--- src/sv/nearest_vertex_to_ray_pick_unit_assert.svh ---
// Assertion macros for the ray pick unit.
`ifndef NEAREST_VERTEX_TO_RAY_PICK_UNIT_ASSERT_SVH
`define NEAREST_VERTEX_TO_RAY_PICK_UNIT_ASSERT_SVH
`ifndef NO_ASSERTIONS
`define ASSERT_IMPLIES(label, ante, cons) \
  label: assert property (@(posedge clk) disable iff (!rst_n) (ante) |-> (cons)) \
    else $error("assertion failed: same-cycle implication");
`define ASSERT_NEXT(label, ante, cons) \
  label: assert property (@(posedge clk) disable iff (!rst_n) (ante) |=> (cons)) \
    else $error("assertion failed: next-cycle implication");
`else
`define ASSERT_IMPLIES(label, ante, cons)
`define ASSERT_NEXT(label, ante, cons)
`endif
`endif

--- src/sv/nvp_pkg.sv ---
// Shared types and constants of the ray pick unit.
package nvp_pkg;

  localparam int MAX_VERTICES = 4096;
  localparam int IDX_W        = $clog2(MAX_VERTICES);
  localparam int CFG_W        = 32;
  localparam int CFG_IDX_W    = 3;
  localparam int DIR_W        = 18;
  localparam int RAD_W        = 31;
  localparam int STEPS        = 8;

  // register indexes
  localparam logic [CFG_IDX_W-1:0] CFG_ORIGIN_X = 3'd0;
  localparam logic [CFG_IDX_W-1:0] CFG_ORIGIN_Y = 3'd1;
  localparam logic [CFG_IDX_W-1:0] CFG_ORIGIN_Z = 3'd2;
  localparam logic [CFG_IDX_W-1:0] CFG_DIR_X    = 3'd3;
  localparam logic [CFG_IDX_W-1:0] CFG_DIR_Y    = 3'd4;
  localparam logic [CFG_IDX_W-1:0] CFG_DIR_Z    = 3'd5;
  localparam logic [CFG_IDX_W-1:0] CFG_RADIUS   = 3'd6;

  // request kinds
  localparam logic [1:0] KIND_PICK      = 2'd0;
  localparam logic [1:0] KIND_PICK_LAST = 2'd1;
  localparam logic [1:0] KIND_PROJECT   = 2'd2;

  typedef struct packed {
    logic signed [31:0]      org_x;
    logic signed [31:0]      org_y;
    logic signed [31:0]      org_z;
    logic signed [DIR_W-1:0] dir_x;
    logic signed [DIR_W-1:0] dir_y;
    logic signed [DIR_W-1:0] dir_z;
    logic [RAD_W-1:0]        radius;
  } ray_cfg_t;

  typedef struct packed {
    logic [1:0]         kind;
    logic signed [31:0] vx;
    logic signed [31:0] vy;
    logic signed [31:0] vz;
  } req_t;

  typedef struct packed {
    logic               found;
    logic [IDX_W-1:0]   index;
    logic signed [31:0] fx;
    logic signed [31:0] fy;
    logic signed [31:0] fz;
  } res_t;

endpackage

--- src/sv/nvp_res_queue.sv ---
// Two-entry result queue feeding the output port.
module nvp_res_queue import nvp_pkg::*; (
  input  logic clk,
  input  logic rst_n,
  input  logic wr,
  input  res_t wdata,
  output logic full,
  output logic empty,
  input  logic pop,
  output res_t rdata
);

  res_t       mem_r [2];
  logic       wr_ptr_r, wr_ptr_nxt;
  logic       rd_ptr_r, rd_ptr_nxt;
  logic [1:0] cnt_r, cnt_nxt;
  logic       wr_en, rd_en;

  assign full  = (cnt_r == 2'd2);
  assign empty = (cnt_r == 2'd0);
  assign rdata = mem_r[rd_ptr_r];
  assign wr_en = wr && !full;
  assign rd_en = pop && !empty;

  always_comb begin
    wr_ptr_nxt = wr_ptr_r ^ wr_en;
    rd_ptr_nxt = rd_ptr_r ^ rd_en;
    cnt_nxt    = cnt_r + {1'b0, wr_en} - {1'b0, rd_en};
  end

  always_ff @(posedge clk) begin
    if (!rst_n) begin
      wr_ptr_r <= 1'b0;
      rd_ptr_r <= 1'b0;
      cnt_r    <= 2'd0;
    end else begin
      wr_ptr_r <= wr_ptr_nxt;
      rd_ptr_r <= rd_ptr_nxt;
      cnt_r    <= cnt_nxt;
    end
  end

  always_ff @(posedge clk) begin
    if (wr_en) begin
      mem_r[wr_ptr_r] <= wdata;
    end
  end

endmodule

--- config.mk ---
export PLATFORM = sky130hd
export DESIGN_NAME = nvp_res_queue
export DESIGN_NICKNAME = d
export VERILOG_FILES = /design/src/sv/nearest_vertex_to_ray_pick_unit_assert.svh /design/src/sv/nvp_pkg.sv /design/src/sv/nvp_res_queue.sv
export SDC_FILE = /design/constraint.sdc
export NUM_CORES = 1
export LEC_CHECK = 0
export BUFFER_PORTS_ARGS = -buffer_cell sky130_fd_sc_hd__buf_2
export CORE_UTILIZATION = 50
export DETAILED_ROUTE_END_ITERATION = 8
export HOLD_SLACK_MARGIN = 0.1
export PLACE_DENSITY = 0.77
export SYNTH_ARGS = -nofsm -noshare
export SYNTH_HDL_FRONTEND = slang
export SYNTH_SLANG_ARGS = --single-unit
--- constraint.sdc ---
create_clock -name clk -period 4.2 [get_ports clk]
set_input_delay 0.21 -clock clk [delete_from_list [all_inputs] [get_ports clk]]
set_output_delay 0.21 -clock clk [all_outputs]
set_load 0.02 [all_outputs]
==> results.ini <==
[floorplan]
pin_count=224
start_util=0.513
rows=46
die_h_um=130
core_um2=15900
dieArea_um2=16800
die_x_um=130

[clocking]
clk_path_buf_depth=3
tritoncts=built
cts_root_buffer=clkbuf_16
clkSinkCount=223
cts-resized-gates=0
clk_pin_slew_ns=0.06
cts_buffers=23
clock_latency_ns=0.50
htreeDepth=1

[power_and_ir_drop]
powerDensity_nw_per_um2=569
leakage_uw=0.00429
power.total_uw=6440
ir_drop_v=0.000384

[yosys]
synth_seq_cells=223
synth_xor_area_frac=0.00276
ys_warn_count=0
yosysSeqAreaShare=0.815
synth_compound_area_frac=0.000921
yosys.area_share.simple=0.00599
netlist_area_um2=8150
syn_inst=364
synthDistinctLibCells=16
synth.area.mux_share=0.158
synth_top_family_by_area=multiplexers
avgSynthCellArea_um2=22.4
synth_fa_ha_area_frac=0.00614
syn_nets=481

[sta]
drv_slew=0
hold-worst-slack_ns=0.241
fin_crit_sh=0.653
grt_setup_unrepaired=false
final_hold_viol_count=0
setup_viol_count_final=0
fin_skew_ns=0.0130
setup_tns_ns=0
min_period_ns=2.74
tightestPinTransition_ns=0.997
fmax_mhz=364
slew_headroom=0.335
setup_ws_ns=1.46

[setup_path]
cp_max_fo=70
max_stage_delay_ns=1.01
crit_type=reg2out
required_ns=3.99
path_cells=buf_4, mux2_2, buf_2
cp_slowest_cell=dfxtp_4
cp.arrival_ns=2.53
end_kind=output port
r2r_setup_slack_ns=1.96
start_kind=flip-flop

[finish]
area_growth_pct=38.8
final_nets=832
diodes=0
drive_above_1_share=0.505

[placed_design]
io_buffers=223
place_hpwl_um=9520
place_worst_setup_slack_ns=1.96
gp_congestion=0.702

[global_route]
grt_start_max_net_pins=71
grt_usage=0.195
overflow=0
grt_pass1_vias=5018
grt_antenna_before_repair=0
grt_pass1_wl_um=24800

[detailed_routing]
wl_um=16900
dr_wl_met3_um=1060
drc=0
routed.top_layer=met4
dr.first_iter.drc_count=206
wire_per_inst_um=17.8
wl_met1_um=6180
antenna_left=0
avgViaCountPerCell=4.91
drt-pass1-iter-count=4
num_vias=4645
met2WireLength_um=9230

[min_path]
hold_class=in2reg

[run]
max_cap_violations=0

[run_status]
status=complete, no violations

cells by family (layout without fill, tap and decap cells):
family / Yosys count / count (layout)
DFF: 223 / 223
buffers and inverters: 15 / 381
and+or+nand+nor: 9 / 9
xor gates and xnor gates: 1 / 1
AOI/OAI and AO/OA: 1 / 1
muxes: 111 / 111
adders and majority gates: 4 / 4
registers in the layout, indices dropped and copies added (netlist names), named ones only:
name      cells
wr_ptr_r      1
mem_r       218
rd_ptr_r      1
cnt_r         2
synthesized netlist by cell type:
master    count  area (um^2)
edfxtp_1    218         6550
mux2_2       99         1110
mux2_4       10          150
buf_2         9         45.0
dfxtp_1       5          100
ha_1          4         50.1
buf_6         3         33.8
inv_1         3         11.3
and2_1        2         12.5
mux2i_1       2         20.0
nand2_1       2         7.51
nand2b_1      2         12.5
nor2b_1       2         12.5
nor2_1        1         3.75
o21a_1        1         7.51
xnor3_1       1         22.5
layer usage:
metal | up-vias | track usage
li1 | 2143 | -
met1 | 2306 | 0.214
met2 | 163 | 0.370
met3 | 33 | 0.0450
met4 | 0 | 0.0657
met5 | - | 0
stage by stage:
step / cells / util / instance area [um^2]
floorplan: 364 / - / 8150
detailed placement: 795 / 0.601 / 9540
finish: 946 / 0.712 / 11300
global route: 946 / 0.712 / 11300
global placement: 795 / 0.601 / 9540
CTS: 946 / 0.712 / 11300
worst paths after layout:
path | startpoint | endpoint | depth (start not counted)
max reg2reg | cnt_r[0] | mem_r[1][63] | 4
min reg2reg | rd_ptr_r | flip-flop | 2
max | flip-flop | rdata[6] | 3
min | wr | wr_ptr_r | 4
timing repair:
action | 4_1_cts | 5_1_grt
endpoints found under the setup margin | 0 | 0
setup buffers | 0 | 0
endpoints found under the hold margin | 223 | 0
hold buffers | 111 | 0
cells in the final DEF, fill, tap and decap left out, types with 3 or more instances in the layout:
master,instances
edfxtp_1,218
mux2_4,10
clkbuf_1,8
clkinv_2,4
buf_2,223
dfxtp_1,4
mux2_2,99
inv_1,3
clkbuf_16,23
dlygate4sd3_1,111
power by group:
| part | total [uW] | internal [uW] | switching, uW |
|---|---|---|---|
| clock | 1810 | 1030 | 786 |
| combinational | 1640 | 712 | 930 |
| sequential | 2980 | 2820 | 155 |
| total | 6440 | 4560 | 1870 |
layout make-up:
cell class,count,area (um^2)
repair buffers,338,2280
multi-input cells,126,1440
well taps,216,270
inverters,3,11.3
clock buffers,32,619
clock inverters,8,43.8
flip-flops and latches,223,6650
fillers,1001,4570
critical path: cells and delay by family, from the launching register on:
kind                   cells  cell delay, ns
DFF                        1            1.01
buffers and inverters      2            0.61
muxes                      1            0.39
No activity file was read; power rests on OpenSTA's default activity.
