[src/sv/nearest_vertex_to_ray_pick_unit_assert.svh]
// Assertion macros for the ray pick unit.
`ifndef NEAREST_VERTEX_TO_RAY_PICK_UNIT_ASSERT_SVH
`define NEAREST_VERTEX_TO_RAY_PICK_UNIT_ASSERT_SVH
`ifndef NO_ASSERTIONS
`define ASSERT_IMPLIES(label, ante, cons) \
  label: assert property (@(posedge clk) disable iff (!rst_n) (ante) |-> (cons)) \
    else $error("assertion failed: same-cycle implication");
`define ASSERT_NEXT(label, ante, cons) \
  label: assert property (@(posedge clk) disable iff (!rst_n) (ante) |=> (cons)) \
    else $error("assertion failed: next-cycle implication");
`else
`define ASSERT_IMPLIES(label, ante, cons)
`define ASSERT_NEXT(label, ante, cons)
`endif
`endif

[src/sv/nvp_pkg.sv]
// Shared types and constants of the ray pick unit.
package nvp_pkg;

  localparam int MAX_VERTICES = 4096;
  localparam int IDX_W        = $clog2(MAX_VERTICES);
  localparam int CFG_W        = 32;
  localparam int CFG_IDX_W    = 3;
  localparam int DIR_W        = 18;
  localparam int RAD_W        = 31;
  localparam int STEPS        = 8;

  // register indexes
  localparam logic [CFG_IDX_W-1:0] CFG_ORIGIN_X = 3'd0;
  localparam logic [CFG_IDX_W-1:0] CFG_ORIGIN_Y = 3'd1;
  localparam logic [CFG_IDX_W-1:0] CFG_ORIGIN_Z = 3'd2;
  localparam logic [CFG_IDX_W-1:0] CFG_DIR_X    = 3'd3;
  localparam logic [CFG_IDX_W-1:0] CFG_DIR_Y    = 3'd4;
  localparam logic [CFG_IDX_W-1:0] CFG_DIR_Z    = 3'd5;
  localparam logic [CFG_IDX_W-1:0] CFG_RADIUS   = 3'd6;

  // request kinds
  localparam logic [1:0] KIND_PICK      = 2'd0;
  localparam logic [1:0] KIND_PICK_LAST = 2'd1;
  localparam logic [1:0] KIND_PROJECT   = 2'd2;

  typedef struct packed {
    logic signed [31:0]      org_x;
    logic signed [31:0]      org_y;
    logic signed [31:0]      org_z;
    logic signed [DIR_W-1:0] dir_x;
    logic signed [DIR_W-1:0] dir_y;
    logic signed [DIR_W-1:0] dir_z;
    logic [RAD_W-1:0]        radius;
  } ray_cfg_t;

  typedef struct packed {
    logic [1:0]         kind;
    logic signed [31:0] vx;
    logic signed [31:0] vy;
    logic signed [31:0] vz;
  } req_t;

  typedef struct packed {
    logic               found;
    logic [IDX_W-1:0]   index;
    logic signed [31:0] fx;
    logic signed [31:0] fy;
    logic signed [31:0] fz;
  } res_t;

endpackage

[src/sv/nvp_front.sv]
// Front end: classifies incoming requests and queues them for the back end.
module nvp_front import nvp_pkg::*; (
  input  logic               clk,
  input  logic               rst_n,
  input  logic               push,
  output logic               full,
  input  logic               op,
  input  logic signed [31:0] vertex_x,
  input  logic signed [31:0] vertex_y,
  input  logic signed [31:0] vertex_z,
  input  logic               last_vertex,
  output logic               req_valid,
  output req_t               req,
  input  logic               req_pop
);

  req_t       mem_r [2];
  logic       wr_ptr_r, wr_ptr_nxt;
  logic       rd_ptr_r, rd_ptr_nxt;
  logic [1:0] cnt_r, cnt_nxt;
  logic       wr_en, rd_en;
  req_t       incoming;

  always_comb begin
    incoming.vx = vertex_x;
    incoming.vy = vertex_y;
    incoming.vz = vertex_z;
    if (op) begin
      incoming.kind = KIND_PROJECT;
    end else if (last_vertex) begin
      incoming.kind = KIND_PICK_LAST;
    end else begin
      incoming.kind = KIND_PICK;
    end
  end

  assign full      = (cnt_r == 2'd2);
  assign req_valid = (cnt_r != 2'd0);
  assign req       = mem_r[rd_ptr_r];
  assign wr_en     = push && !full;
  assign rd_en     = req_pop && req_valid;

  always_comb begin
    wr_ptr_nxt = wr_ptr_r ^ wr_en;
    rd_ptr_nxt = rd_ptr_r ^ rd_en;
    cnt_nxt    = cnt_r + {1'b0, wr_en} - {1'b0, rd_en};
  end

  always_ff @(posedge clk) begin
    if (!rst_n) begin
      wr_ptr_r <= 1'b0;
      rd_ptr_r <= 1'b0;
      cnt_r    <= 2'd0;
    end else begin
      wr_ptr_r <= wr_ptr_nxt;
      rd_ptr_r <= rd_ptr_nxt;
      cnt_r    <= cnt_nxt;
    end
  end

  always_ff @(posedge clk) begin
    if (wr_en) begin
      mem_r[wr_ptr_r] <= incoming;
    end
  end

endmodule

[config.mk]
export PLATFORM = sky130hd
export DESIGN_NAME = nvp_front
export DESIGN_NICKNAME = d
export VERILOG_FILES = /design/src/sv/nearest_vertex_to_ray_pick_unit_assert.svh /design/src/sv/nvp_pkg.sv /design/src/sv/nvp_front.sv
export SDC_FILE = /design/constraint.sdc
export NUM_CORES = 1
export LEC_CHECK = 0
export ABC_AREA = 1
export BUFFER_PORTS_ARGS = -buffer_cell sky130_fd_sc_hd__buf_2
export CAP_MARGIN = 40
export CORE_AREA = 2 2 132 134
export DETAILED_ROUTE_END_ITERATION = 10
export DIE_AREA = 0 0 134 136
export GPL_TIMING_DRIVEN = 1
export PLACE_DENSITY = 0.69
export SKIP_LAST_GASP = 1
export SLEW_MARGIN = 0
export SYNTH_ARGS = -nofsm -noshare
export SYNTH_HDL_FRONTEND = slang
export SYNTH_SLANG_ARGS = --single-unit
[constraint.sdc]
create_clock -name clk -period 7.4 [get_ports clk]
set_input_delay 1.48 -clock clk [delete_from_list [all_inputs] [get_ports clk]]
set_output_delay 1.48 -clock clk [all_outputs]
set_load 0.02 [all_outputs]
==> metrics.txt, run 1 <==
run status finished, final reports clean; layout overhead on the synthesized area 25.78%; Synth cell types 13; Synth Cell Area ~7400 sq um; Die H between 100 and 150 microns; I/O pin count slightly above 200; RD Place Congestion 0.7373; largest family of logic cells by synthesized area multiplexers; cts hold-fix bufs 0; number of DRC markers in iteration 0 200; synthesized-area fraction occupied by adder cells 0.006752; Total Neg Setup Slack 0 ns; final std cells w/o fill 800; f_max roughly 0.26 GHz; nets approximately 670; simple-gate portion of the synthesized area 0.008947; P_leak around 3.5 nW; worst hold-check slack 0.5165 ns; CTS buffer count 21; area share of xor/xnor cells in the synthesized design 0; mux cell area share after synthesis 0.1590; Switch Pwr between 1 and 1.5 mW; Die Area around 18000 sq um; Clock transition at path regs 0.05 ns; Cell Rows 48; Comb power frac 0.266; final setup fails 0; Clock power frac 0.280; CTS sink count about 200; Synth Area per Inst between 20 and 25 sq um; maximum VDD drop between 0.0002 and 0.00025 V; DRT Pass-1 Iters 4; sequential cell area around 6000 sq um; first-pass GRT wire length between 20000 and 25000 microns; unrepaired setup endpoints after global routing no; final hold vios 0; largest net degree at the start of global routing 63; drt drc 0; Core Footprint 16880 sq um; MaxCap Viol Count 0; Least-Margin Pin Slew between 0.8 and 0.9 ns; Detailed Place HPWL between 8000 and 9000 microns; most frequent cells in the layout buf_2, edfxtp_1, mux2_2; CP endpoint kind output port; # Post-CTS Setup Buffers 0; min cycle time layout a little under 4 ns; skew final between 0.015 and 0.02 ns; leading cell type in the layout, fill and taps excluded buf_2; Critical Path AT 2.40 ns; Routed WL per cell around 17 microns; critical path class reg -> out; Total GRT Usage 0.1458; synth warn 0; I/O Buffers ~200; PostCTS Resize Cnt 0; Final Max Tran Viols 0; initial core utilization 0.4392; later-pin clock latency in the skew report roughly 0.48 ns; CTS root buffer clkbuf_16; Antenna Diode Count 0; Post-Synthesis Cells about 340; vias roughly 3800; PwrDens about 370 nW/um^2; Int Power 2.400 mW; multi-input logic area approximately 1300 sq um; Sequential Power Share 0.454; worst hold path class reg -> reg; Rel. slew slack 0.4393; CTS tree built; sw frac 0.2955; Tot Pwr 3.407 mW; initial antenna violation count 2; CP required 5.92 ns; Congestion Overflow GR 0; number of global-route vias before repair roughly 4000; post-synthesis compound-gate area fraction 0.001350; Synthesized Nets 450; Filler cells approximately 1300; Post-Route WL between 10000 and 15000 microns; H-tree depth 1; Vias per Instance about 4.8; crit path max fanout between 40 and 50; register bit total from synthesis roughly 200; Seq/Total Area, Yosys 0.8076; Startpoint Class register; layout cells sized above 1 0.5791; die width about 130 microns; Placed Cells between 700 and 800; post-route ant nets 0; maximum buffer depth of the clock tree 3; Tcrit/Tclk final 0.5248
[power by group through the flow]
stage                     combinational [mW]  sequential [mW]  clock (mW)
after floorplan                        0.657             1.55           0
after global placement                 0.898             1.56           0
after detailed placement               0.921             1.57           0
after CTS                              0.925             1.55       0.983
after global routing                   0.976             1.57        1.02
final                                  0.907             1.55       0.953
[synthesized netlist by cell type]
cell      count  area (sq um)
buf_6         4         45.04
edfxtp_1    196          5886
mux2_2       78         878.3
o21ai_0       1         5.000
mux2_4       20         300.3
a21oi_1       1         5.000
ha_1          4         50.05
buf_2         7         35.03
nor2_1        9         33.78
dfxtp_1       5         100.1
nand2_1       6         22.52
inv_1        11         41.29
nand3_1       2         10.01
[cell families after synthesis]
| kind of cell | Yosys count |
|---|---|
| and+or+nand+nor | 17 |
| DFF | 201 |
| AOI/OAI and AO/OA | 2 |
| buffers and inverters | 22 |
| adders and majority gates | 4 |
| muxes | 98 |
[state kept, by name, indices dropped and copies added, names as in the netlist, named ones only]
| register | flops |
|---|---|
| mem_r | 196 |
| rd_ptr_r | 1 |
| wr_ptr_r | 1 |
| cnt_r | 2 |
[routing by layer]
metal  track usage  vias up  wire (microns)
met5             0        -              13
li1              -     1772               -
met2        0.2521      164            6810
met4       0.04669        2             291
met1        0.1752     1849            5358
met3       0.04512       29            1192
[per-stage QoR]
stage | setup WS (ns) | cell area (sq um) | utilization
4_1_cts | 3.461 | 9323 | 0.5524
3_5_place_dp | 3.786 | 8698 | 0.5154
6_report | 3.517 | 9323 | 0.5524
2_1_floorplan | 2.952 | 7412 | -
3_3_place_gp | 3.807 | 8671 | 0.5138
5_1_grt | 3.396 | 9323 | 0.5524
[final cells by class]
class                      count  area share
sequential                   201      0.6425
multi-input combinational    121      0.1427
timing repair buffer         205      0.1133
clock buffer                  24     0.05758
tap                          225     0.03020
clock inverter                13    0.009395
inverter                      11    0.004429
[final timing paths]
check / from / end / slack [ns] / cells past startpoint
max: register / req[61] / 3.52 / 4
min: rd_ptr_r / rd_ptr_r / 0.52 / 2
max reg2reg: cnt_r[1] / mem_r[0][62] / 4.96 / 5
min reg2reg: rd_ptr_r / rd_ptr_r / 0.52 / 2
[critical path, stage by stage, from the launching register on]
cell	delay (ns)
dfxtp_4	0.67
buf_4	0.36
buf_16	0.30
mux2_2	0.38
buf_2	0.16
No activity file was read; power rests on OpenSTA's default activity.
==> inputs of run 2 (changes only) <==
==> constraint.sdc (replaced) <==
create_clock -name clk -period 3.9 [get_ports clk]
set_input_delay 0.78 -clock clk [delete_from_list [all_inputs] [get_ports clk]]
set_output_delay 0.78 -clock clk [all_outputs]
set_load 0.02 [all_outputs]
==> run 2 against run 1 <==
Compared with the run above: die area stayed put; via count unchanged; final cell count shrank 0.13%; wire length decreased by 3.4%; largest cell class unchanged; first-iteration DRC count shrank 8.5%; clock power up 91%; flip-flop and latch count unchanged; clock-buffer cell count shrank 1.
==> metrics.txt, run 2 (synthesized netlist as in run 1, its figures left out) <==
CP endpoint kind output port; Congestion Overflow GR 0 (unchanged); post-route ant nets 0 (unchanged); sw frac 0.2962 (+0.0006821); Total Neg Setup Slack 0 ns (unchanged); maximum buffer depth of the clock tree 3 (unchanged); worst hold path class in -> reg; P_leak 3.545 nW (about the same); Clock power frac 0.281 (about the same); Startpoint Class register; layout cells sized above 1 0.5906 (+0.01146); number of DRC markers in iteration 0 183 (-8.5%); vias 3816 (unchanged); post-route cell area 9350 sq um (+0.30%); Least-Margin Pin Slew 0.6980 ns (-0.1430 ns); final setup fails 0 (unchanged); Tcrit/Tclk final 0.7609; Routed WL per cell 16.53 microns (-3.3%); Util after Layout 0.5540 (+0.001631); first-pass GRT wire length 20220 microns (-2.5%); final std cells w/o fill 799 (-0.13%); Detailed Place HPWL 8729 microns (-2.7%); I/O pin count 202 (unchanged); critical path class reg -> out; Antenna Diode Count 0 (unchanged); skew final 0.004648 ns (-0.01387 ns); Post-Route WL 13210 microns (-3.4%); # Post-CTS Setup Buffers 0 (unchanged); max reg flops 196 (unchanged); initial core utilization 0.4392 (unchanged); CTS buffer count 21 (unchanged); die width 134 microns (unchanged); Clock transition at path regs 0.06 ns (about the same); CTS sink count 201 (unchanged); final hold vios 0 (unchanged); leading cell type in the layout, fill and taps excluded buf_2; initial antenna violation count 0 (-2); Critical Path AT 2.19 ns (-0.21 ns); nets 667 (unchanged); worst-path cell chain buf_12 > mux2_2 > buf_2; MaxCap Viol Count 0 (unchanged); Largest Register mem_r; PostCTS Resize Cnt 0 (unchanged); Int Power 4.562 mW (+90%); run status finished, final reports clean; Final Max Tran Viols 0 (unchanged); I/O Buffers 201 (unchanged); top flop regs mem_r: 196 flops, cnt_r: 2 flops; number of global-route vias before repair 4097 (+2.6%); f_max 0.3370 GHz; Worst path slowest cell dfxtp_4; Rel. slew slack 0.5346 (+0.09535); PwrDens 693.2 nW/um^2 (+90%); RD Place Congestion 0.7113 (-3.5%); worst hold-check slack 0.4868 ns (-0.02973 ns); Total GRT Usage 0.1418 (-0.003974); Placed Cells 763 (unchanged); layout overhead on the synthesized area 26.15%; Vias per Instance 4.776 (+0.13%); largest net degree at the start of global routing 62 (-1.6%); CTS root buffer clkbuf_16; unrepaired setup endpoints after global routing no; CTS tree built; Die Area 18220 sq um (unchanged); crit path max fanout 61 (+24%); most frequent cells in the layout buf_2, edfxtp_1, mux2_2; CP required 3.12 ns (-2.80 ns); later-pin clock latency in the skew report 0.47 ns (about the same); H-tree depth 1 (unchanged); Comb power frac 0.267 (about the same); Core Footprint 16880 sq um (unchanged); cts hold-fix bufs 0 (unchanged); drt drc 0 (unchanged); Largest stage delay, worst path 0.67 ns (about the same); min cycle time layout ~3.0 ns; Sequential Power Share 0.452 (-0.002); Switch Pwr 1.920 mW (+91%); maximum VDD drop 0.0004263 V (+100%); Cell Rows 48 (unchanged); DRT Pass-1 Iters 6 (+2); Die H 136 microns (unchanged); dpl cell area 8716 sq um (+0.20%)
## run 2: worst paths after layout
path | endpoint | slack [ns] | cells after the start | from
max | req[60] | 0.93 | 3 | register
min reg2reg | rd_ptr_r | 0.54 | 2 | rd_ptr_r
max reg2reg | mem_r[1][92] | 1.82 | 5 | cnt_r[1]
min | mem_r[1][84] | 0.49 | 1 | vertex_x[20]
## run 2: worst max-delay path, delay by kind of cell, from the launching register on
kind,cells,cell delay [ns]
buffers and inverters,2,0.54
muxes,1,0.40
DFF,1,0.67
## run 2: area by class of cell
type | count | area (sq um)
Clock inverter | 13 | 101.3
Inverter | 11 | 41.29
Tap cell | 225 | 281.5
Multi-Input combinational cell | 121 | 1330
Clock buffer | 23 | 533.0
Timing Repair Buffer | 205 | 1074
Sequential cell | 201 | 5989
Fill cell | 1347 | 7526
## run 2: per-stage QoR
stage	power [mW]	setup slack, ns
6_report	6.482	0.9323
3_3_place_gp	4.693	1.407
3_5_place_dp	4.745	1.374
2_1_floorplan	4.185	0.1524
4_1_cts	6.580	0.8842
5_1_grt	6.791	0.8031
## run 2: layer usage
metal / GRT usage / vias to the layer above / part of all wire
li1: - / 1778 / -
met1: 0.1607 / 1879 / 0.39
met2: 0.2650 / 136 / 0.51
met3: 0.03691 / 23 / 0.076
met4: 0.03842 / 0 / 0.016
met5: 0 / - / 0
## run 2: power by group through the flow
stage / clock [mW] / sequential (mW) / combinational (mW)
after floorplan: 0 / 2.94 / 1.25
after global placement: 0 / 2.96 / 1.73
after detailed placement: 0 / 2.98 / 1.76
after CTS: 1.87 / 2.94 / 1.77
after global routing: 1.97 / 2.97 / 1.86
final: 1.82 / 2.93 / 1.73
